[config.mk]
export PLATFORM = sky130hd
export DESIGN_NAME = glcc_queue
export DESIGN_NICKNAME = d
export VERILOG_FILES = /design/src/hdl/glcc_pkg.sv /design/src/hdl/glcc_queue.sv
export SDC_FILE = /design/constraint.sdc
export NUM_CORES = 1
export LEC_CHECK = 0
export BUFFER_PORTS_ARGS = -buffer_cell sky130_fd_sc_hd__buf_2
export CELL_PAD_IN_SITES_DETAIL_PLACEMENT = 1
export CELL_PAD_IN_SITES_GLOBAL_PLACEMENT = 1
export CORE_MARGIN = 5
export CORE_UTILIZATION = 44
export DETAILED_ROUTE_END_ITERATION = 16
export HOLD_SLACK_MARGIN = 0.02
export PLACE_DENSITY_LB_ADDON = 0.08
export SLEW_MARGIN = 20
export SYNTH_ARGS = -nofsm -noshare
export SYNTH_HDL_FRONTEND = slang
export SYNTH_SLANG_ARGS = --single-unit
[constraint.sdc]
create_clock -name clk -period 7.08 [get_ports clk]
set_input_delay 1.416 -clock clk [delete_from_list [all_inputs] [get_ports clk]]
set_output_delay 1.416 -clock clk [all_outputs]
set_load 0.02 [all_outputs]
[src/hdl/glcc_pkg.sv]
// Shared types and constants for the grid line collision checker.
// Used by the front end, queue, back end and top level; depends on nothing.
`default_nettype none

package glcc_pkg;

  // Default map side, in cells
  localparam int MAX_SIDE_DEF = 256;

  // Field widths fixed by the item format
  localparam int COORD_W = 10;
  localparam int IDX_W   = 16;
  localparam int VAL_W   = 8;
  localparam int CNT_W   = 11;
  localparam int DIM_W   = 9;
  localparam int STAT_W  = 2;
  localparam int ERR_W   = 12;
  localparam int DATA_W  = 32;
  localparam int PADDR_W = 3;

  // Command queue between front and back
  localparam int QUEUE_DEPTH = 2;

  // Opcodes
  localparam logic OP_WRITE = 1'b0;
  localparam logic OP_QUERY = 1'b1;

  // Register indexes (paddr bit 2)
  localparam logic REG_WIDTH  = 1'b0;
  localparam logic REG_HEIGHT = 1'b1;

  // Result status codes
  typedef enum logic [STAT_W-1:0] {
    ST_FREE = 2'd0,
    ST_OOB  = 2'd1,
    ST_HIT  = 2'd2
  } status_t;

  // One classified command, as queued for the back end
  typedef struct packed {
    logic                      is_query;
    logic [IDX_W-1:0]          cell_index;
    logic                      in_range;
    logic                      cell_busy;
    logic signed [COORD_W-1:0] x1;
    logic signed [COORD_W-1:0] y1;
    logic                      xs_neg;
    logic                      ys_neg;
    logic [ERR_W-1:0]          dx2;
    logic [ERR_W-1:0]          dy2;
    logic signed [ERR_W-1:0]   err;
    logic [CNT_W-1:0]          n;
  } op_entry_t;

  // Queue fill status
  typedef struct packed {
    logic full;
    logic empty;
  } q_status_t;

  // Effective map dimensions, already clamped
  typedef struct packed {
    logic [DIM_W-1:0] width;
    logic [DIM_W-1:0] height;
  } dims_t;

endpackage

`default_nettype wire

[src/hdl/glcc_queue.sv]
// Short command queue between the front and back ends.
// Uses glcc_pkg for the entry type, status struct and depth.
`default_nettype none

module glcc_queue (
  input  wire logic                clk,
  input  wire logic                rst,
  input  wire logic                push,
  input  wire glcc_pkg::op_entry_t entry_in,
  input  wire logic                pop,
  output glcc_pkg::op_entry_t      entry_out,
  output glcc_pkg::q_status_t      q_stat
);

  localparam int PTR_W = (glcc_pkg::QUEUE_DEPTH > 1) ? $clog2(glcc_pkg::QUEUE_DEPTH) : 1;
  localparam int CNT_W = $clog2(glcc_pkg::QUEUE_DEPTH + 1);

  glcc_pkg::op_entry_t slots [glcc_pkg::QUEUE_DEPTH];
  logic [PTR_W-1:0]    wr_ptr;
  logic [PTR_W-1:0]    rd_ptr;
  logic [CNT_W-1:0]    count;

  assign entry_out    = slots[rd_ptr];
  assign q_stat.full  = (count == CNT_W'(glcc_pkg::QUEUE_DEPTH));
  assign q_stat.empty = (count == '0);

  // Store pushed entries
  always_ff @(posedge clk) begin
    if (push) begin
      slots[wr_ptr] <= entry_in;
    end
  end

  // Advance pointers and fill count
  always_ff @(posedge clk) begin
    if (rst) begin
      wr_ptr <= '0;
      rd_ptr <= '0;
      count  <= '0;
    end else begin
      if (push) begin
        wr_ptr <= (wr_ptr == PTR_W'(glcc_pkg::QUEUE_DEPTH - 1)) ? '0 : wr_ptr + 1'b1;
      end
      if (pop) begin
        rd_ptr <= (rd_ptr == PTR_W'(glcc_pkg::QUEUE_DEPTH - 1)) ? '0 : rd_ptr + 1'b1;
      end
      unique case ({push, pop})
        2'b10:   count <= count + 1'b1;
        2'b01:   count <= count - 1'b1;
        default: count <= count;
      endcase
    end
  end

endmodule

`default_nettype wire

Word level (Yosys, flattened, before mapping)
Memory sizes are Yosys's and may differ from the RTL's. A register that Yosys moved wholly into a read port is not among the register bits. Index checks and enable logic that the tools add are counted.

$add $sub $neg: 4. Equality and inequality tests: 3. Mux-type cells: 7. Reductions and logical operators: 2.

Operator list (number): 1-bit two-way mux (6); 2-bit equality test, second input constant (2); 2-bit case mux with 2 select lines (1); 1-bit adder, second input constant (2); 2-bit by 1-bit adder with 2-bit output, second input constant (1); 2-bit by 1-bit equality test with 1-bit output, second input constant (1); 2-bit zero test (1); 2-bit nonzero test (1); 2-bit by 1-bit subtractor with 2-bit output, second input constant (1).

Bits in registers: 4. Memory bits (writable): 176. Output and inout port bits: 90. Word-level logic and storage cells: 20. Memories: 1.

Memories: slots (depth 2, width 88, rd ports 1, clocked after Yosys merged registers in 1, wr ports 1, line glcc_queue.sv:18) `glcc_pkg::op_entry_t slots [glcc_pkg::QUEUE_DEPTH];`.

Logic depth before layout (Yosys ltp)
Gate-level depths: netlist of the first run.

Depth after elaboration: 4. Mapped depth: 5. Gate-level depth less buffers: 5.

Worst setup path before layout of the first run
No wires, ideal clock.

Path type: input to register. From: input push. To: memory slots[0][0] in the netlist's numbering, enable pin. Data arrival time: 5.163 ns. Path slack: 1.380 ns. Stages on the path: 2. Buffers on the path: 0. Cell sequence: inv_1 > nor2_1.

Word-level cells in the longest chain between the ends: 2.

RTL lines: start: declaration (line glcc_queue.sv:8) `input wire logic push,`; 1-bit two-way mux (line glcc_queue.sv:29) `if (push) begin`; 1-bit two-way mux (implied by the code) (line glcc_queue.sv:30) `slots[wr_ptr] <= entry_in;`; end: declaration (line glcc_queue.sv:18).

Every way passes these cells.

==> flow_summary.ini, run 1 <==
[status]
status = complete, no violations

[pwr]
power_density_nw_per_um2 = 289
ir_worst_vdd_mv = 0.156
power_mw = 2.36
leakagePower_nw = 3.05

[synth]
yosysTopAreaCellShare_pct = 80.7
synth_edf_count = 176
yosysTopAreaCell = edfxtp_1
ys_ff_latch = 181
ys_types = 16
synth_area_leaders = edfxtp_1 81%, mux2_2 15%, dfxtp_1 1.5%
synth_warnings = 0
synth_top_flop_cell = edfxtp_1
synth.net_count = 389
synth_area_sq_um = 6550
synthCells = 296
syn_avg_cell_area_sq_um = 22.1
ys_seq_area_share_pct = 82.2
async_reset_ff_share_pct = 0

[grt]
first_global_vias = 3803
antenna_found_initial = 0
overflow = 0
gr-usage-all-layers_pct = 15.5
grt_pass1_wl_mm = 20.6
grt_max_degree = 70

[clock_network]
cts.repair.resized = 0
clk_latency_ns = 0.41
cts_setup_buffers = 0
cts_tree = done
clk_pin_slew_worst_paths_ns = 0.06
htreeDepth = 4
cts-root-buf = clkbuf_16
cts_buffers = 17
hold_buffers = 0
cts.path.max_buffers = 2
clock_sinks = 181

[critical_path]
crit_fanout = 46
cp.required_ns = 5.66
critPathArrivalTime_ns = 2.38
end_kind = output pin
worstSetupStartpointType = flop
timing_worst_setup_path_type = flop to output pin

[placement]
io_buffers = 181
dp_slack_ns = 3.65
placed_cell_area_sq_um = 7650
dp_hpwl_mm = 9.05
dp_cells = 654
gp_congestion = 0.735

[sta]
fin_crit_sh_pct = 53.6
slew_headroom_pct = 37.4
slew_violations = 0
rsz0062_at_grt = no
min_period_ns = 3.80
setup_tns_ns = 0
fmax_ghz = 0.263
worst_hold_slack_ns = 0.506
setup_viol = 0
finalClockSkew_ns = 0.00572
hold_viol = 0
worstMarginPinSlew_ns = 0.939
setup_slack_ns = 3.28

[detailed_routing]
drt_iter0_drc = 216
firstDrtPassIters = 4
via_per_inst = 4.90
drtAntennaViolNets = 0
vias = 3364
finalWirelength_mm = 13.2
post_drt_wl_per_cell_um = 19.2
drc = 0

[floorplanning]
die_h_um = 132
ios = 182
rows = 44
dieArea_sq_um = 17400
core_sq_um = 14600
die_w_um = 132
initial_core_util_pct = 44.9

[layout]
stdcell_area_sq_um = 8150
drive_gt1_share_pct = 59.2
fin_nets = 582
fin_util_pct = 55.8
syn2layout_area_growth_pct = 24.4
stdcell_count = 687

[min_path]
hp-class = flop to flop

[run]
maxCapViolations = 0
report_power, final:
group | switching [mW] | total (mW) | internal [mW]
logic | 0.173 | 0.289 | 0.116
clock network | 0.352 | 0.791 | 0.439
registers | 0.0249 | 1.28 | 1.25
total | 0.550 | 2.36 | 1.81
per-layer routing:
layer,up-vias,global-route usage (%),share of wire [%]
met2,121,26.1,52
met1,1674,18.0,40
met5,-,0,0
met4,0,6.00,1.2
li1,1558,-,-
met3,11,5.69,7.6
cells by family (layout without fill, tap and decap cells):
kind of cell / after synthesis / in the layout / synth area share, %
compound gates: 2 / 2 / 0.153
xor+xnor: 4 / 4 / 0.535
fa+ha+maj: 1 / 1 / 0.191
buf+inv: 11 / 217 / 1.11
flops: 181 / 181 / 82.2
mux: 88 / 88 / 15.1
other cells: 0 / 1 / 0
simple gates: 9 / 9 / 0.669
cell type report:
class	count	area (sq um)
Multi-Input combinational cell	104	1100
Clock inverter	10	45.0
Antenna cell	1	2.50
Inverter	1	3.75
Tap cell	184	230
Sequential cell	181	5390
Clock buffer	22	444
Timing Repair Buffer	184	928
Fill cell	1384	6440
synth_stat cells, types with 2 or more instances:
master,instances
buf_2,7
dfxtp_1,5
nor2_1,6
edfxtp_1,176
mux2_1,2
mux2_2,86
xnor2_1,3
buf_6,3
registers in the layout, indices dropped and copies added (netlist names), named ones only:
name and count:
count 2, wr_ptr 1, slots 176, rd_ptr 1
critical path, stage by stage (launching register included):
cell and delay (ns):
dfxtp_4 0.71, buf_4 0.63, mux2_2 0.43, buf_2 0.17
path summary, 6_finish.rpt:
check	from	to	slack (ns)	cells past startpoint
max	flop	entry_out[35]	3.28	3
min	count[1]	count[1]	0.51	2
min reg2reg	count[1]	count[1]	0.51	2
max reg2reg	wr_ptr	slots[0][64]	4.95	2
cell usage in the layout (no fill, tap or decap), types with 2 or more instances in the layout:
| cell | netlist | layout |
|---|---|---|
| clkbuf_16 | 0 | 17 |
| buf_2 | 7 | 181 |
| mux2_2 | 86 | 86 |
| mux2_1 | 2 | 2 |
| clkinv_2 | 0 | 6 |
| xnor2_1 | 3 | 3 |
| nor2_1 | 6 | 5 |
| clkinv_1 | 0 | 4 |
| dfxtp_1 | 5 | 4 |
| buf_4 | 0 | 3 |
| edfxtp_1 | 176 | 176 |
| clkbuf_1 | 0 | 5 |
(Power assumes the default switching activity.)
==> inputs of run 2 (changes only) <==
--- a/config.mk
+++ b/config.mk
@@ -5,6 +5,7 @@
 export SDC_FILE = /design/constraint.sdc
 export NUM_CORES = 1
 export LEC_CHECK = 0
+export ABC_AREA = 1
 export BUFFER_PORTS_ARGS = -buffer_cell sky130_fd_sc_hd__buf_2
 export CELL_PAD_IN_SITES_DETAIL_PLACEMENT = 1
 export CELL_PAD_IN_SITES_GLOBAL_PLACEMENT = 1
==> constraint.sdc (replaced) <==
create_clock -name clk -period 3.9 [get_ports clk]
set_input_delay 0.78 -clock clk [delete_from_list [all_inputs] [get_ports clk]]
set_output_delay 0.78 -clock clk [all_outputs]
set_load 0.02 [all_outputs]
==> run 2 against run 1 <==
  * Clock skew is 0.0011 ns lower
  * Final cell count is 2.5% higher
  * Clock power is 100% higher
  * First-iteration DRC count is 35% lower
  * Sequential share of layout area is 1.6 points lower
  * Routed wire length is 1.0% higher
  * Global-route usage is 0.13 points lower
  * Design area is 2.5% higher
  * Count of clock-buffer cells in the layout is 5 lower
  * Via count is 0.48% higher
  * Largest cell class unchanged
==> flow_summary.ini, run 2 <==
[critical_path]
crit_chain = buf_4 > mux2_2 > buf_2
reg2reg_slack_ns = 2.00
reg2reg_to = slots[1][60]
crit_path_max_incr_delay_ns = 0.84
critPathArrivalTime_ns = 2.19
r2r_start = wr_ptr
r2r_cells = 3
worstSetupStartpointType = flop
worst_path_max_delay_cell = dfxtp_4
timing_worst_setup_path_type = flop to output pin
cp.required_ns = 3.12
end_kind = output pin
crit_fanout = 48

[synth]
synth.most_common_cell = edfxtp_1
yosysTopAreaCell = edfxtp_1
ys_types = 15
synth_common_cells = 176 x edfxtp_1, 68 x mux2_2, 20 x mux2_4
async_reset_ff_share_pct = 0
synth_warnings = 0
ys_seq_area_share_pct = 81.0
synth_edf_count = 176
synth.net_count = 400
synthCells = 307
synth_area_sq_um = 6650
synth_top_flop_cell = edfxtp_1
synth_area_leaders = edfxtp_1 79%, mux2_2 12%, mux2_4 4.5%
syn_avg_cell_area_sq_um = 21.7
yosysTopAreaCellShare_pct = 79.5
ys_ff_latch = 181

[run]
maxCapViolations = 0

[floorplanning]
die_w_um = 133
die_h_um = 133
dieArea_sq_um = 17700
rows = 45
initial_core_util_pct = 44.2
ios = 182
core_sq_um = 15000

[layout]
top_regs = slots x176, count x2
most-common-layout-cells = 181 x buf_2, 176 x edfxtp_1, 68 x mux2_2, 20 x mux2_4, 17 x clkbuf_16
drive_gt1_share_pct = 59.3
final_common_cell = buf_2
largest_reg_flops = 176
top_register = slots
antenna_cells = 0
fin_util_pct = 55.6
fin_nets = 596
syn2layout_area_growth_pct = 25.6

[clock_network]
clk_latency_ns = 0.42
cts_tree = done
cts.repair.resized = 0
cts.path.max_buffers = 2
cts_setup_buffers = 0
clock_sinks = 181
cts-root-buf = clkbuf_16
hold_buffers = 0
clk_pin_slew_worst_paths_ns = 0.06
cts_buffers = 17
htreeDepth = 4

[detailed_routing]
drtAntennaViolNets = 0
post_drt_wl_per_cell_um = 18.9
vias = 3380
finalWirelength_mm = 13.3
drc = 0
via_per_inst = 4.80
firstDrtPassIters = 6
drt_iter0_drc = 140

[sta]
finalClockSkew_ns = 0.00458
hold_viol = 0
rsz0062_at_grt = no
fin_crit_sh_pct = 76.1
setup_slack_ns = 0.930
slew_violations = 0
min_period_ns = 2.97
fmax_ghz = 0.337
worstMarginPinSlew_ns = 0.833
slew_headroom_pct = 44.5
setup_tns_ns = 0
setup_viol = 0

[placement]
io_buffers = 181
dp_slack_ns = 1.35
gp_congestion = 0.751
dp_hpwl_mm = 9.20

[pwr]
power_mw = 4.43
intPower_mw = 3.40
power_density_nw_per_um2 = 530
switchingPower_mw = 1.03
seqPwrFrac_pct = 51.9
leakagePower_nw = 3.19
pwr-share-clk_pct = 36.6
pwr-share-comb_pct = 11.5
switching_share_pct = 23.2
ir_worst_vdd_mv = 0.303

[grt]
overflow = 0
gr-usage-all-layers_pct = 15.3
first_global_vias = 3688
grt_pass1_wl_mm = 20.4
grt_max_degree = 89
antenna_found_initial = 2

[min_path]
hp-class = flop to flop
whs_endpoint = count[1]
hold_depth = 2
min_from = count[1]

[status]
status = complete, no violations
-- run 2: changes by cell type in the layout (fill, tap and decap cells not counted), sizes merged, moves of 2 or more --
cell      before  now
inv            1    7
clkbuf        22   17
nand2          0    5
nor2           6   10
buf          184  187
clkinvlp       0    3
bufinv         0    2
xnor2          3    1
-- run 2: power groups by stage --
stage	clock network, mW	logic, mW	registers [mW]
floorplan	0	0.347	2.32
global placement	0	0.507	2.34
global route	1.76	0.546	2.31
finish	1.62	0.508	2.30
detailed placement	0	0.517	2.34
CTS	1.67	0.519	2.30
-- run 2: logic make-up (layout without fill, tap and decap cells) --
kind of cell	Yosys count	in the layout	share of synthesized area [%]
flip-flops	181	181	81.0
multiplexers	88	88	16.0
AND/OR/NAND/NOR	17	17	1.02
buffers and inverters	17	226	1.52
AO/OA/AOI/OAI	2	2	0.150
adder cells (fa/ha/maj)	1	1	0.188
XOR/XNOR	1	1	0.132
-- run 2: per-layer routing --
metal / vias to the layer above / track usage, % / routed length [um]
li1: 1591 / - / -
met1: 1658 / 17.1 / 5250
met2: 107 / 26.4 / 6840
met3: 20 / 6.05 / 998
met4: 4 / 5.89 / 187
met5: - / 0 / 23
-- run 2: worst max path at each step --
stage	to	slack [ns]	cells after the start
floorplan	slots[0][0]	0.37	2
global placement	slots[1][42]	1.35	4
detailed placement	entry_out[77]	1.35	3
CTS	entry_out[77]	0.88	3
global route	entry_out[12]	0.82	3
finish	entry_out[77]	0.93	3
-- run 2: layout make-up --
cell class	instances	area [sq um]
clock inverter	15	139
clock buffer	17	425
fill	1432	6680
inverter	7	27.5
timing repair buffer	187	963
tap	188	235
sequential	181	5390
multi-input combinational	109	1170
-- run 2: worst max-delay path: cells and delay by family, from the launching register on --
family / cells / cell delay (ns)
DFF: 1 / 0.84
muxes: 1 / 0.37
buffers and inverters: 2 / 0.54
-- run 2: through the flow --
stage,cells,hold WS [ns],area [sq um]
after global routing,704,0.518,8350
after floorplan,307,0.480,6650
after detailed placement,672,0.532,7790
final,704,0.540,8350
after CTS,704,0.525,8350
after global placement,672,0.496,7790
