$ cat src/hdl/glcc_pkg.sv
// Shared types and constants for the grid line collision checker.
// Used by the front end, queue, back end and top level; depends on nothing.
`default_nettype none

package glcc_pkg;

  // Default map side, in cells
  localparam int MAX_SIDE_DEF = 256;

  // Field widths fixed by the item format
  localparam int COORD_W = 10;
  localparam int IDX_W   = 16;
  localparam int VAL_W   = 8;
  localparam int CNT_W   = 11;
  localparam int DIM_W   = 9;
  localparam int STAT_W  = 2;
  localparam int ERR_W   = 12;
  localparam int DATA_W  = 32;
  localparam int PADDR_W = 3;

  // Command queue between front and back
  localparam int QUEUE_DEPTH = 2;

  // Opcodes
  localparam logic OP_WRITE = 1'b0;
  localparam logic OP_QUERY = 1'b1;

  // Register indexes (paddr bit 2)
  localparam logic REG_WIDTH  = 1'b0;
  localparam logic REG_HEIGHT = 1'b1;

  // Result status codes
  typedef enum logic [STAT_W-1:0] {
    ST_FREE = 2'd0,
    ST_OOB  = 2'd1,
    ST_HIT  = 2'd2
  } status_t;

  // One classified command, as queued for the back end
  typedef struct packed {
    logic                      is_query;
    logic [IDX_W-1:0]          cell_index;
    logic                      in_range;
    logic                      cell_busy;
    logic signed [COORD_W-1:0] x1;
    logic signed [COORD_W-1:0] y1;
    logic                      xs_neg;
    logic                      ys_neg;
    logic [ERR_W-1:0]          dx2;
    logic [ERR_W-1:0]          dy2;
    logic signed [ERR_W-1:0]   err;
    logic [CNT_W-1:0]          n;
  } op_entry_t;

  // Queue fill status
  typedef struct packed {
    logic full;
    logic empty;
  } q_status_t;

  // Effective map dimensions, already clamped
  typedef struct packed {
    logic [DIM_W-1:0] width;
    logic [DIM_W-1:0] height;
  } dims_t;

endpackage

`default_nettype wire

$ cat src/hdl/glcc_front.sv
// Front end: accepts command transfers and classifies them into queue entries.
// Uses glcc_pkg for field widths, opcodes and the entry type.
`default_nettype none

module glcc_front #(
  parameter int MAX_SIDE = glcc_pkg::MAX_SIDE_DEF
) (
  input  wire logic                                start,
  output logic                                     busy,
  input  wire logic                                opcode,
  input  wire logic        [glcc_pkg::IDX_W-1:0]   cell_index,
  input  wire logic signed [glcc_pkg::VAL_W-1:0]   cell_value,
  input  wire logic signed [glcc_pkg::COORD_W-1:0] start_x,
  input  wire logic signed [glcc_pkg::COORD_W-1:0] start_y,
  input  wire logic signed [glcc_pkg::COORD_W-1:0] end_x,
  input  wire logic signed [glcc_pkg::COORD_W-1:0] end_y,
  input  wire glcc_pkg::q_status_t                 q_stat,
  input  wire logic                                clearing,
  output logic                                     push,
  output glcc_pkg::op_entry_t                      entry
);

  localparam int DEPTH = MAX_SIDE * MAX_SIDE;
  localparam int DW    = glcc_pkg::COORD_W + 1;

  logic signed [DW-1:0]         diff_x;
  logic signed [DW-1:0]         diff_y;
  logic [glcc_pkg::CNT_W-1:0]   dx;
  logic [glcc_pkg::CNT_W-1:0]   dy;

  // Hold off new commands while the queue is full or the map is clearing
  assign busy = q_stat.full | clearing;
  assign push = start & ~busy;

  // Signed spans and their magnitudes
  assign diff_x = DW'(end_x) - DW'(start_x);
  assign diff_y = DW'(end_y) - DW'(start_y);
  assign dx     = diff_x[DW-1] ? glcc_pkg::CNT_W'(-diff_x) : glcc_pkg::CNT_W'(diff_x);
  assign dy     = diff_y[DW-1] ? glcc_pkg::CNT_W'(-diff_y) : glcc_pkg::CNT_W'(diff_y);

  // Build the queue entry
  always_comb begin
    entry.is_query   = (opcode == glcc_pkg::OP_QUERY);
    entry.cell_index = cell_index;
    entry.in_range   = ({16'd0, cell_index} < 32'(DEPTH));
    entry.cell_busy  = (cell_value != 8'sd0);
    entry.x1         = start_x;
    entry.y1         = start_y;
    entry.xs_neg     = diff_x[DW-1] | (diff_x == '0);
    entry.ys_neg     = diff_y[DW-1] | (diff_y == '0);
    entry.dx2        = {dx, 1'b0};
    entry.dy2        = {dy, 1'b0};
    entry.err        = glcc_pkg::ERR_W'(dx) - glcc_pkg::ERR_W'(dy);
    entry.n          = glcc_pkg::CNT_W'(12'd1 + 12'(dx) + 12'(dy));
  end

endmodule

`default_nettype wire

$ cat config.mk
export PLATFORM = sky130hd
export DESIGN_NAME = glcc_front
export DESIGN_NICKNAME = d
export VERILOG_FILES = /design/src/hdl/glcc_pkg.sv /design/src/hdl/glcc_front.sv
export SDC_FILE = /design/constraint.sdc
export NUM_CORES = 1
export LEC_CHECK = 0
export BUFFER_PORTS_ARGS = -buffer_cell sky130_fd_sc_hd__buf_4
export CAP_MARGIN = 20
export CORE_MARGIN = 4
export CORE_UTILIZATION = 41
export DETAILED_ROUTE_END_ITERATION = 8
export PLACE_DENSITY = 0.8
export SLEW_MARGIN = 10
export SYNTH_ARGS = -nofsm -noshare
export SYNTH_HDL_FRONTEND = slang
export SYNTH_SLANG_ARGS = --single-unit
export TNS_END_PERCENT = 50
$ cat constraint.sdc
create_clock -name vclk -period 6.01
set_clock_uncertainty 0.2 [all_clocks]
set_input_delay 1.202 -clock vclk [all_inputs]
set_output_delay 1.202 -clock vclk [all_outputs]
set_load 0.02 [all_outputs]
# After elaboration in Yosys (flattened, before gate mapping)
# Cells that the tools add are included.
# classes
addsub,7
n_mul,0
div,0
magnitude_cmp,0
eq_ne,0
shifts,0
n_mux,2
bitwise_logic,5
reduce_logical,3
# op_table
cell,count
$logic_not A11 Y1,2
$mux W11,2
$neg A11 Y11,2
$sub A10 B10 Y11,2
$sub A11 B11 Y12,1
$add A1 B11 Y11 const A,1
$add A11 B11 Y11,1
$reduce_bool A8 Y1,1
$or A1 B1 Y1,3
$and A1 B1 Y1,1
$not A1 Y1,1
# totals
ff_bits,0
latchBits,0
ram_bits,0
romBits,0
input_bits,69
out_inout_bits,90
word_cells,17
mem_count,0

# Logic depth before layout (Yosys ltp)
# Gate-level depths: netlist (run 1).
# logic_depth
depth_word,5
depth_mapped,21
mapped_depth_nobuf,20

# Least setup slack after synthesis (run 1)
# OpenSTA, ideal clock, no wires.
# synth_timing
path_type,input to output
start,in end_y[0] (netlist name)
end,out entry[10] (netlist name)
arrival_time_ps,5872
slack_ps,-1264
path_stages,20
path_cell_list,inv_1 ha_1 inv_1 fa_1 a211o_1 a21oi_1 o21ai_1 a221o_1 clkbuf_1 nor2_1 xnor2_1 ha_1 a21o_1 a21oi_1 o21ai_0 a21oi_1 o21bai_1 a21oi_1 nor4b_1 a2111oi_0
# synth_rtl
element,line,source
"start, declared",glcc_front.sv:16,"input wire logic signed [glcc_pkg::COORD_W-1:0] end_y,"
"end, declared",glcc_front.sv:20,output glcc_pkg::op_entry_t entry

==> results of run 1 <==
## synthesized netlist by cell type, types with 3 or more instances
cell type,instances,area share
a21o_1,7,0.020
a21oi_1,20,0.039
a31oi_1,4,0.0097
and3_1,3,0.0073
buf_4,41,0.12
fa_1,4,0.031
ha_1,42,0.20
inv_1,57,0.083
nand2_1,9,0.013
nand2b_1,4,0.0097
nand3_1,7,0.014
nand3b_1,3,0.0088
nand4_1,4,0.0097
nor2_1,28,0.041
nor2b_1,8,0.020
nor3_1,5,0.0097
nor4_1,3,0.0073
o21a_1,6,0.018
o21ai_0,3,0.0058
o21ai_1,3,0.0058
o21bai_1,5,0.015
o22ai_1,3,0.0073
or2_2,5,0.012
xnor2_1,34,0.12
xor2_1,10,0.034
## power by group
part | leakage, nW | switching (mW) | total (mW) | internal, mW
clock network | 0 | 0 | 0 | 0
registers | 0 | 0 | 0 | 0
logic | 2.40 | 1.15 | 2.31 | 1.16
## through the flow
step / hold slack (ps) / TNS, ps / util / instance area (µm²)
2_1_floorplan: 2317 / -1335 / - / 2839
3_3_place_gp: 2204 / -2959 / 0.7068 / 4234
3_5_place_dp: 2204 / -4185 / 0.7068 / 4234
4_1_cts: 2204 / -3678 / 0.7540 / 4517
5_1_grt: 2204 / -5892 / 0.7546 / 4521
6_report: 2204 / -3923 / 0.7546 / 4521
## logic make-up after synthesis
kind of cell               count (synthesis)  synth area share
and+or+nand+nor                           87            0.1809
xor gates and xnor gates                  46            0.1628
buffers and inverters                    100            0.2062
AOI/OAI and AO/OA                         73            0.2023
other                                      2          0.002926
muxes                                      2          0.008776
adders and majority gates                 46            0.2360
## routing by layer
metal  global-route usage  vias up  part of all wire
li1                     -     1555                 -
met1               0.2252     1465              0.37
met2               0.4369      113              0.54
met3              0.01325       23             0.056
met4              0.08229        0             0.028
met5                    0        -                 0
## critical path: stages
cell and delay, ps:
buf_6 90, inv_4 50, ha_4 140, inv_2 40
fa_2 350, a211o_1 300, a21oi_2 170, o21ai_2 90
a221o_2 410, mux2_4 370, ha_1 200, o21bai_1 170
a21oi_2 230, nor2_1 80, o21a_1 210, o41ai_4 240
o21bai_1 120, a21o_1 250, a221oi_4 280, buf_6 160
## timing repair
item                                    CTS  global route
resized for setup                        29            16
pin swaps                                35            16
setup buffers                            21             7
endpoints found under the setup margin   12            14
## area by class of cell
class,instances,area share
tap,75,0.02076
multi-input combinational,257,0.5334
inverter,57,0.05065
timing repair buffer,233,0.3952
## path summary, 6_finish.rpt
check,end,from,slack (ps),depth (start not counted)
max,entry[22],end_x[0],-550,20
min,entry[72],cell_index[1],2200,0
==> flow_results.org, run 1 <==
** Pwr
- Leakage power figure :: 2.399 nW
- IR analysis of the VDD net gives a maximum drop of 0.0006998 V.
- For this design the ratio of total power to cell area is 511.9 nW/µm².
- Overall power consumption after layout is estimated at 2.314 mW.

** Place
- The congestion estimate from routability-driven global placement came to 0.8811.
- Prior to clock tree synthesis, the placed netlist has a worst setup slack of -568.6 ps.
- The HPWL after detailed placement is 6.804 mm.
- # port buffers :: 121
- Including well taps, the total number of placed cells is 607.

** GRT
- Pin count of the biggest net entering global routing :: 9
- All-Layer GR Usage :: 0.2151
- Overall overflow remaining after global route :: 0
- First-pass GRT wire length :: 13.71 mm
- The number of global-route vias before repair was 3339.
- The initial antenna violation count came to 0.

** Timing
- Worst slew margin relative to its limit :: 0.6229
- Hold Violations, Final :: 0
- Setup slack on the critical path of the routed design comes to -551.7 ps.
- Setup violations remaining at the end of the flow were counted as 11.
- Setup repair after global routing could not meet its margin everywhere.
- The count of pins over their slew limit came to 0.
- Portion of the clock cycle consumed by the worst path in the final layout :: 1.092
- Timing would allow up to 0.1524 GHz.
- Actual slew at the worst max-slew pin :: 561.5 ps
- After layout, the minimum clock period comes to 6562 ps.

** Layout
- There are 0 flip-flops and latches.
- Sequential Area :: 0 µm²
- The number of antenna diodes in the final layout is 0.
- Fraction of layout cells with a size suffix above 1 :: 0.5484
- The top cell types in the final layout, fill and taps aside, are 224 x buf_4, 53 x inv_1, 37 x ha_1.
- The library cell used most frequently in the layout, excluding fill and tap cells, is buf_4.
- Clk_buf instances :: 0
- Compared with the post-synthesis result, the final layout area differs by 76.16%.
- The finished layout holds 622 standard cells, fillers aside.
- Final Net Count :: 664
- The filler cells instantiated in the layout total 424.
- Area occupied by multi-input gates :: 2411 µm²

** Worst setup path
- The worst setup path is launched from an input pin.
- Required time at the endpoint of the critical path :: 4610 ps
- The critical path is of the in2out type.
- Data arrives at the worst endpoint at 5160 ps.
- Setup crit end kind :: primary output
- Maximum fanout encountered on the critical timing path :: 5

** Status
- The checks that failed: setup timing.
- Outcome :: finished with violations

** Floorplan
- Starting density of the core :: 0.4284
- After floorplanning, the core was divided into 28 placement rows.
- Number of top-level pins :: 159
- The floorplan step defined a die boundary enclosing 7589 µm².
- From left edge to right edge, the die measures 87.12 µm.
- The die is 87.12 µm tall.
- The core region is 5991 µm².

** Routing
- After detailed routing, the average wire length per cell comes to 13.80 µm.
- The final route contains 3156 vias.
- DRC violation total after the first TritonRoute iteration :: 57
- DR DRC count :: 0
- Ratio of routed vias to standard cells :: 5.074
- Count of TritonRoute iterations in the first routing pass :: 4
- Count of nets left with antenna violations after detail routing :: 0
- Detailed-route wire length :: 8.586 mm

** Clock network
- Hold repair after CTS inserted 0 buffers.

** Synthesis
- Sequential element share of the synthesized area :: 0
- Each instance of the synthesized netlist takes up on average 7.208 µm².
- Mapped Cells :: 356
- After synthesis, the netlist uses 51 different library cells.
- Netlist area before placement :: 2566 µm²
- During synthesis, Yosys emitted a total of 0 warnings.

** Job
- Max-cap violations in this run came to 0.

** Worst hold path
- The tightest min-delay check is of the in2out type.
No activity file was read; power rests on OpenSTA's default activity.
==> run 2, diff against run 1 <==
--- a/config.mk
+++ b/config.mk
@@ -7,10 +7,12 @@
 export LEC_CHECK = 0
 export BUFFER_PORTS_ARGS = -buffer_cell sky130_fd_sc_hd__buf_4
 export CAP_MARGIN = 20
+export CELL_PAD_IN_SITES_DETAIL_PLACEMENT = 1
+export CELL_PAD_IN_SITES_GLOBAL_PLACEMENT = 1
 export CORE_MARGIN = 4
-export CORE_UTILIZATION = 41
+export CORE_UTILIZATION = 27
 export DETAILED_ROUTE_END_ITERATION = 8
-export PLACE_DENSITY = 0.8
+export PLACE_DENSITY_LB_ADDON = 0.1
 export SLEW_MARGIN = 10
 export SYNTH_ARGS = -nofsm -noshare
 export SYNTH_HDL_FRONTEND = slang
==> run 2 against run 1 <==
  * The flow still finishes with violations (setup timing)
  * Non-clock buffer count up 16
  * First-iteration DRC count shrank 21%
  * Via count is 1.2% higher
  * Sequential cell count unchanged
  * Critical path depth increased by 2
  * Largest cell class unchanged
  * Largest power group unchanged
==> flow_results.org, run 2 (synthesis results as in run 1) <==
** Floorplan
- The y dimension of the die was 105.5 µm (was 87.12 µm).
- The area enclosed by the die boundary came to 11130 µm² (was 7589 µm²).
- Row Count :: 35 (was 28)
- The chip width is 105.5 µm (was 87.12 µm).
- Number of top-level pins :: 159 (unchanged)
- The floorplan core area is 9240 µm² (was 5991 µm²).
- The starting utilization of the core area is 0.2777 (was 0.4284).

** Timing
- The transition time of the tightest slew-check pin came to 592.4 ps (was 561.5 ps).
- Worst slew margin relative to its limit :: 0.6022 (was 0.6229)
- Min Tclk post-route :: 6565 ps (was 6562 ps)
- Worst Slack Setup Final :: -555.2 ps (was -551.7 ps)
- Hold slack :: 2204 ps (unchanged)
- The part of the cycle the worst path needs came to 1.092 (about the same).
- Hold Violations, Final :: 0 (unchanged)
- The count of pins over their slew limit was 0 (unchanged).
- The final-report setup violation count is 11 (unchanged).
- Unrepaired setup endpoints after global routing :: yes (unchanged)
- FMAX :: 0.1523 GHz (was 0.1524 GHz)

** Layout
- The count of clock-net buffers in the final layout came to 0 (unchanged).
- The finished layout cell area is 4853 µm² (was 4521 µm²).
- The register area is 0 µm² (unchanged).
- The post-synthesis to final-layout area growth is 89.13% (was 76.16%).
- The number of nets in the finished design is 680 (was 664).
- The share of post-route cells with drive strength above 1 was 0.5933 (was 0.5484).
- The count of sequential standard cells came to 0 (unchanged).
- Commonest non-fill, non-tap cell in the layout :: buf_4 (unchanged)
- Most frequent cells in the layout :: 242 x buf_4, 53 x inv_1, 31 x ha_1 (was 224 x buf_4, 53 x inv_1, 37 x ha_1)
- The final standard cell count with taps included and fillers excluded is 692 (was 622).
- ANT cells :: 0 (unchanged)

** Worst hold path
- Worst min-delay path category :: in2out (unchanged)

** GRT
- Via count of the first global-routing pass :: 3466 (was 3339)
- The global route total overflow was 0 (unchanged).
- The global-route wire length before repair came to 15.71 mm (was 13.71 mm).
- Pin count of the biggest net entering global routing :: 9 (unchanged)
- The aggregate global-route resource usage is 0.1637 (was 0.2151).
- Antenna violations before repair :: 0 (unchanged)

** Pwr
- The switching portion of total power was 0.4946 (was 0.4985).
- Cell area power density :: 484.3 nW/µm² (was 511.9 nW/µm²)
- Max IR drop VDD :: 0.0003588 V (was 0.0006998 V)
- The internal power summed over all cells came to 1.188 mW (was 1.160 mW).
- Final Total Pwr :: 2.351 mW (was 2.314 mW)
- The portion of total power attributed to combinational logic is 1.000 (about the same).
- The clock share of power was 0 (about the same).
- Leakage power figure :: 2.491 nW (was 2.399 nW)
- The fraction of power consumed by sequential logic came to 0 (about the same).
- The power spent charging and discharging nets is 1.163 mW (was 1.154 mW).

** Place
- Total instance count after detailed placement :: 680 (was 607)
- The routability congestion estimate from global placement was 0.8036 (was 0.8811).
- The port buffer count came to 121 (unchanged).
- Half-perimeter wire length of the detailed placement result :: 8.208 mm (was 6.804 mm)
- The placed standard-cell area was 4444 µm² (was 4234 µm²).

** Routing
- Count of TritonRoute iterations in the first routing pass :: 4 (unchanged)
- DR DRC count :: 0 (unchanged)
- The wire length reported by the detailed router is 9.445 mm (was 8.586 mm).
- The final routed wire length divided by cell count came to 13.65 µm (was 13.80 µm).
- DRC violation total after the first TritonRoute iteration :: 45 (was 57)
- Ratio of routed vias to standard cells :: 4.616 (was 5.074)
- Count of nets left with antenna violations after detail routing :: 0 (unchanged)
- The via total after detailed routing came to 3194 (was 3156).

** Status
- Outcome :: finished with violations (unchanged)
- Failing checks :: setup timing (unchanged)

** Worst setup path
- By instance count, the cell type seen most on the critical path is a21oi_2.
- The largest fanout of any net on the critical path is 4 (was 5).
- Master of the slowest instance on the critical path :: a221o_1 (was a221o_2)
- Buf+Inv Stages, Crit Path :: 6 (was 4)
- Delay contributed by the slowest stage of the critical path :: 420 ps (was 410 ps)
- Nature of the critical path startpoint :: input pin (unchanged)
- Crit Path Category :: in2out (unchanged)
- Data arrival at the endpoint of the critical path :: 5160 ps (about the same)
- The kind of cell adding the most delay to the critical path is compound AO/OA/AOI/OAI gates (unchanged).
- The required time of the worst setup path came to 4610 ps (about the same).
- Cell chain of the critical path: buf_8, inv_12, ha_4, inv_2, fa_2, a211o_1, a21oi_2, o21ai_2, a221o_1, mux2_4, buf_6, fa_2, a21o_1, a21oi_2, o21ai_2, a21oi_2, o21bai_1, a21oi_2, buf_4, o211a_4, a2111oi_4, buf_4 (was buf_6, inv_4, ha_4, inv_2, fa_2, a211o_1, a21oi_2, o21ai_2, a221o_2, mux2_4, ha_1, o21bai_1, a21oi_2, nor2_1, o21a_1, o41ai_4, o21bai_1, a21o_1, a221oi_4, buf_6).
- Setup crit end kind :: primary output (unchanged)

** Job
- Max-cap viol count :: 0 (unchanged)

** Clock network
- Count of hold-fix buffers inserted at cts :: 0 (unchanged)
==> run 2: stage by stage <==
step	worst slack (ps)	util	setup TNS (ps)
floorplan	-334.7	-	-1335
global placement	-591.6	0.4810	-4163
detailed placement	-694.4	0.4810	-5224
CTS	-548.5	0.5110	-3584
global route	-726.1	0.5253	-5453
finish	-555.2	0.5253	-3096
==> run 2: final timing paths <==
kind,startpoint,end,depth (start not counted)
setup / recovery,end_y[0],entry[10],22
hold / removal,cell_index[0],entry[71],0
==> run 2: power by group through the flow <==
| stage | combinational (mW) | clock, mW | sequential (mW) |
|---|---|---|---|
| finish | 2.35 | 0 | 0 |
| global route | 2.53 | 0 | 0 |
| CTS | 2.26 | 0 | 0 |
| detailed placement | 2.08 | 0 | 0 |
| global placement | 2.03 | 0 | 0 |
| floorplan | 1.17 | 0 | 0 |
==> run 2: repair_timing <==
action | 4_1_cts | 5_1_grt
pin swaps | 27 | 9
resized for setup | 42 | 18
setup endpoints to repair | 13 | 13
buffers inserted | 11 | 4
==> run 2: per-layer routing <==
metal,vias up,track usage,wire (µm)
li1,1577,-,-
met1,1518,0.1786,3619
met2,89,0.3443,5256
met3,10,0.01898,478
met4,0,0.01018,91
met5,-,0,0
==> run 2: layout make-up <==
type	count	area [µm²]
well taps	129	161.4
inverters	57	229.0
multi-input cells	257	2564
fillers	1121	4387
repair buffers	249	1899
==> run 3, diff against run 2 <==
--- a/config.mk
+++ b/config.mk
@@ -12,9 +12,9 @@
 export CORE_MARGIN = 4
 export CORE_UTILIZATION = 27
 export DETAILED_ROUTE_END_ITERATION = 8
-export PLACE_DENSITY_LB_ADDON = 0.1
+export PLACE_DENSITY = 0.82
 export SLEW_MARGIN = 10
 export SYNTH_ARGS = -nofsm -noshare
 export SYNTH_HDL_FRONTEND = slang
 export SYNTH_SLANG_ARGS = --single-unit
-export TNS_END_PERCENT = 50
+export TNS_END_PERCENT = 100
==> constraint.sdc (replaced) <==
create_clock -name vclk -period 6.01
set_clock_uncertainty 0.2 [all_clocks]
set_input_delay 0.601 -clock vclk [all_inputs]
set_output_delay 0.601 -clock vclk [all_outputs]
set_load 0.02 [all_outputs]
==> run 3 against run 2 <==
  * Die area is the same
  * Critical path depth down 2
  * Non-clock buffer count is 125 lower
  * Core utilization shrank 16 points
  * Sequential share of layout area stayed put
  * Combinational power is 32% lower
  * The flow now finishes without violations
  * First-iteration DRC count rose by 6.7%
  * Power decreased by 32%
  * Critical path type unchanged
  * Fmax grew 17%
  * Critical endpoint unchanged
==> flow_results.org, run 3 (synthesis results as in run 1) <==
** Status
- Outcome: complete, no violations (was finished with violations).

** GRT
- First-pass GRT wire length :: 13.27 mm (was 15.71 mm)
- The aggregate global-route resource usage was 0.1360 (was 0.1637).
- The number of global-route vias before repair was 2858 (was 3466).
- The initial antenna violation count was 0 (unchanged).
- Overall overflow remaining after global route :: 0 (unchanged)
- Pin count of the biggest net entering global routing :: 11 (was 9)

** Place
- The half-perimeter wire length after detailed placement came to 7.187 mm (was 8.208 mm).
- Routability Congestion :: 0.8252 (was 0.8036)
- # port buffers :: 121 (unchanged)
- Post-detailed-placement cell area :: 3348 µm² (was 4444 µm²)

** Pwr
- The leakage power of the design is 1.745 nW (was 2.491 nW).
- Cell area power density :: 475.9 nW/µm² (was 484.3 nW/µm²)
- The largest vdd supply drop is 0.0001993 V (was 0.0003588 V).

** Job
- Max-cap viol count :: 0 (unchanged)

** Routing
- The number of detailed-routing iterations run before antenna repair was 4 (unchanged).
- The number of DRC violations after detailed-routing iteration 0 is 48 (was 45).
- DR DRC count :: 0 (unchanged)
- The number of nets with antenna violations after detailed routing is 0 (unchanged).
- Via count :: 2622 (was 3194)
- Per-cell routed wire length :: 14.03 µm (was 13.65 µm)
- The post-detailed-route via-to-cell ratio is 4.624 (was 4.616).
- The wire length reported by the detailed router is 7.953 mm (was 9.445 mm).

** Floorplan
- The y dimension of the die came to 105.5 µm (unchanged).
- Area enclosed by the die boundary :: 11130 µm² (unchanged)
- The number of top-level pins came to 159 (unchanged).
- The floorplan core area is 9240 µm² (unchanged).
- The cell row count was 35 (unchanged).
- The chip width came to 105.5 µm (unchanged).
- The starting utilization of the core area came to 0.2777 (unchanged).

** Worst setup path
- Setup crit end kind :: primary output (unchanged)
- The required time of the worst setup path was 5210 ps (was 4610 ps).
- The delay of the slowest cell on the worst path is 450 ps (was 420 ps).
- Crit Path Category :: in2out (unchanged)
- Data arrival at the endpoint of the critical path :: 4810 ps (was 5160 ps)
- The kind of cell adding the most delay to the critical path is compound AO/OA/AOI/OAI gates (unchanged).
- The cell repeated most along the worst path is a21oi_2 (unchanged).
- Master of the slowest instance on the critical path :: fa_1 (was a221o_1)
- Cell chain of the critical path :: buf_4, inv_1, ha_1, inv_1, fa_1, a211o_1, a21oi_1, o21ai_1, a221o_1, mux2_2, fa_1, a21o_1, a21oi_2, o21ai_0, a21oi_2, o21bai_1, a21oi_2, nor4b_1, a2111oi_1, buf_4 (was buf_8, inv_12, ha_4, inv_2, fa_2, a211o_1, a21oi_2, o21ai_2, a221o_1, mux2_4, buf_6, fa_2, a21o_1, a21oi_2, o21ai_2, a21oi_2, o21bai_1, a21oi_2, buf_4, o211a_4, a2111oi_4, buf_4)
- The combined buffer and inverter count along the critical path came to 4 (was 6).
- Nature of the critical path startpoint :: input pin (unchanged)
- The largest fanout of any net on the critical path came to 5 (was 4).

** Timing
- Actual slew at the worst max-slew pin :: 515.0 ps (was 592.4 ps)
- Min Tclk post-route :: 5613 ps (was 6565 ps)
- The number of failing hold endpoints at the final stage came to 0 (unchanged).
- Final setup viols :: 0 (was 11)
- The total negative slack is 0 ps (was -3096 ps).
- The maximum clock frequency was 0.1782 GHz (was 0.1523 GHz).
- The part of the cycle the worst path needs came to 0.9339 (was 1.092).
- Max Slew Vio Count :: 0 (unchanged)
- The worst relative slew slack is 0.6535 (was 0.6022).
- Unrepaired setup endpoints after global routing :: no (was yes)

** Layout
- ANT cells :: 0 (unchanged)
- Commonest non-fill, non-tap cell in the layout :: buf_4 (unchanged)
- Seq Cell Count :: 0 (unchanged)
- The finished layout cell area was 3372 µm² (was 4853 µm²).
- Final Net Count :: 555 (was 680)
- Final core utilization :: 0.3649 (was 0.5253)
- The post-synthesis to final-layout area growth is 31.40% (was 89.13%).
- Fraction of layout cells with a size suffix above 1 :: 0.3265 (was 0.5933)
- Most frequent cells in the layout: 124 x buf_4, 57 x inv_1, 42 x ha_1 (was 242 x buf_4, 53 x inv_1, 31 x ha_1).
- The register area came to 0 µm² (unchanged).
- Filler Cell Count :: 1179 (was 1121)
- Clk_buf instances :: 0 (unchanged)

** Clock network
- The post-CTS setup-driven buffer insertion count came to 0 (was 11).
- The number of hold buffers added after cts is 0 (unchanged).

** Worst hold path
- The hold path endpoint was entry[73] (was entry[71]).
- The hold-critical path depth is 0 (unchanged).
- Worst min-delay path category :: in2out (unchanged)
- Hold Startpoint :: cell_index[2] (was cell_index[0])
## run 3: cell count changes in the layout (fill, tap and decap cells not counted), sizes merged
cell,previous run,this run
buf,249,124
## run 3: power by group
| part | internal (mW) | switching [mW] |
|---|---|---|
| registers | 0 | 0 |
| clock network | 0 | 0 |
| logic | 0.670 | 0.935 |
## run 3: final cells by class
type / count / area, µm² / area share
well taps: 129 / 161.4 / 0.04787
multi-input cells: 257 / 2066 / 0.6126
repair buffers: 124 / 930.9 / 0.2761
inverters: 57 / 214.0 / 0.06345
## run 3: repair_timing
action / in CTS / in global routing
hold endpoints to repair: 0 / 0
setup endpoints to repair: 0 / 4
gates resized for setup: 0 / 6
## run 3: layer usage
layer  vias to the layer above  GRT usage  routed length (µm)
met1                      1217     0.1617                3314
met2                        78     0.2618                4058
met5                         -          0                   0
li1                       1325          -                   -
met3                         2    0.03001                 569
met4                         0   0.002775                  10
## run 3: worst max-delay path by stage
stage                endpoint  slack, ps      from  depth (start not counted)
floorplan           entry[10]        200  end_y[0]                         20
global placement    entry[10]        240  end_y[0]                         20
detailed placement  entry[10]        210  end_y[0]                         20
CTS                 entry[10]        180  end_y[0]                         20
global route        entry[10]         20  end_y[0]                         20
finish              entry[10]        400  end_y[0]                         20
## run 3: stage by stage
stage / hold WS (ps) / total power [mW] / setup WS [ps] / cells
finish: 1002 / 1.605 / 397.1 / 567
CTS: 1002 / 1.604 / 181.9 / 567
detailed placement: 1002 / 1.596 / 212.2 / 567
global placement: 1002 / 1.556 / 239.6 / 567
floorplan: 1115 / 1.022 / 196.4 / 357
global route: 1002 / 1.758 / 21.06 / 567
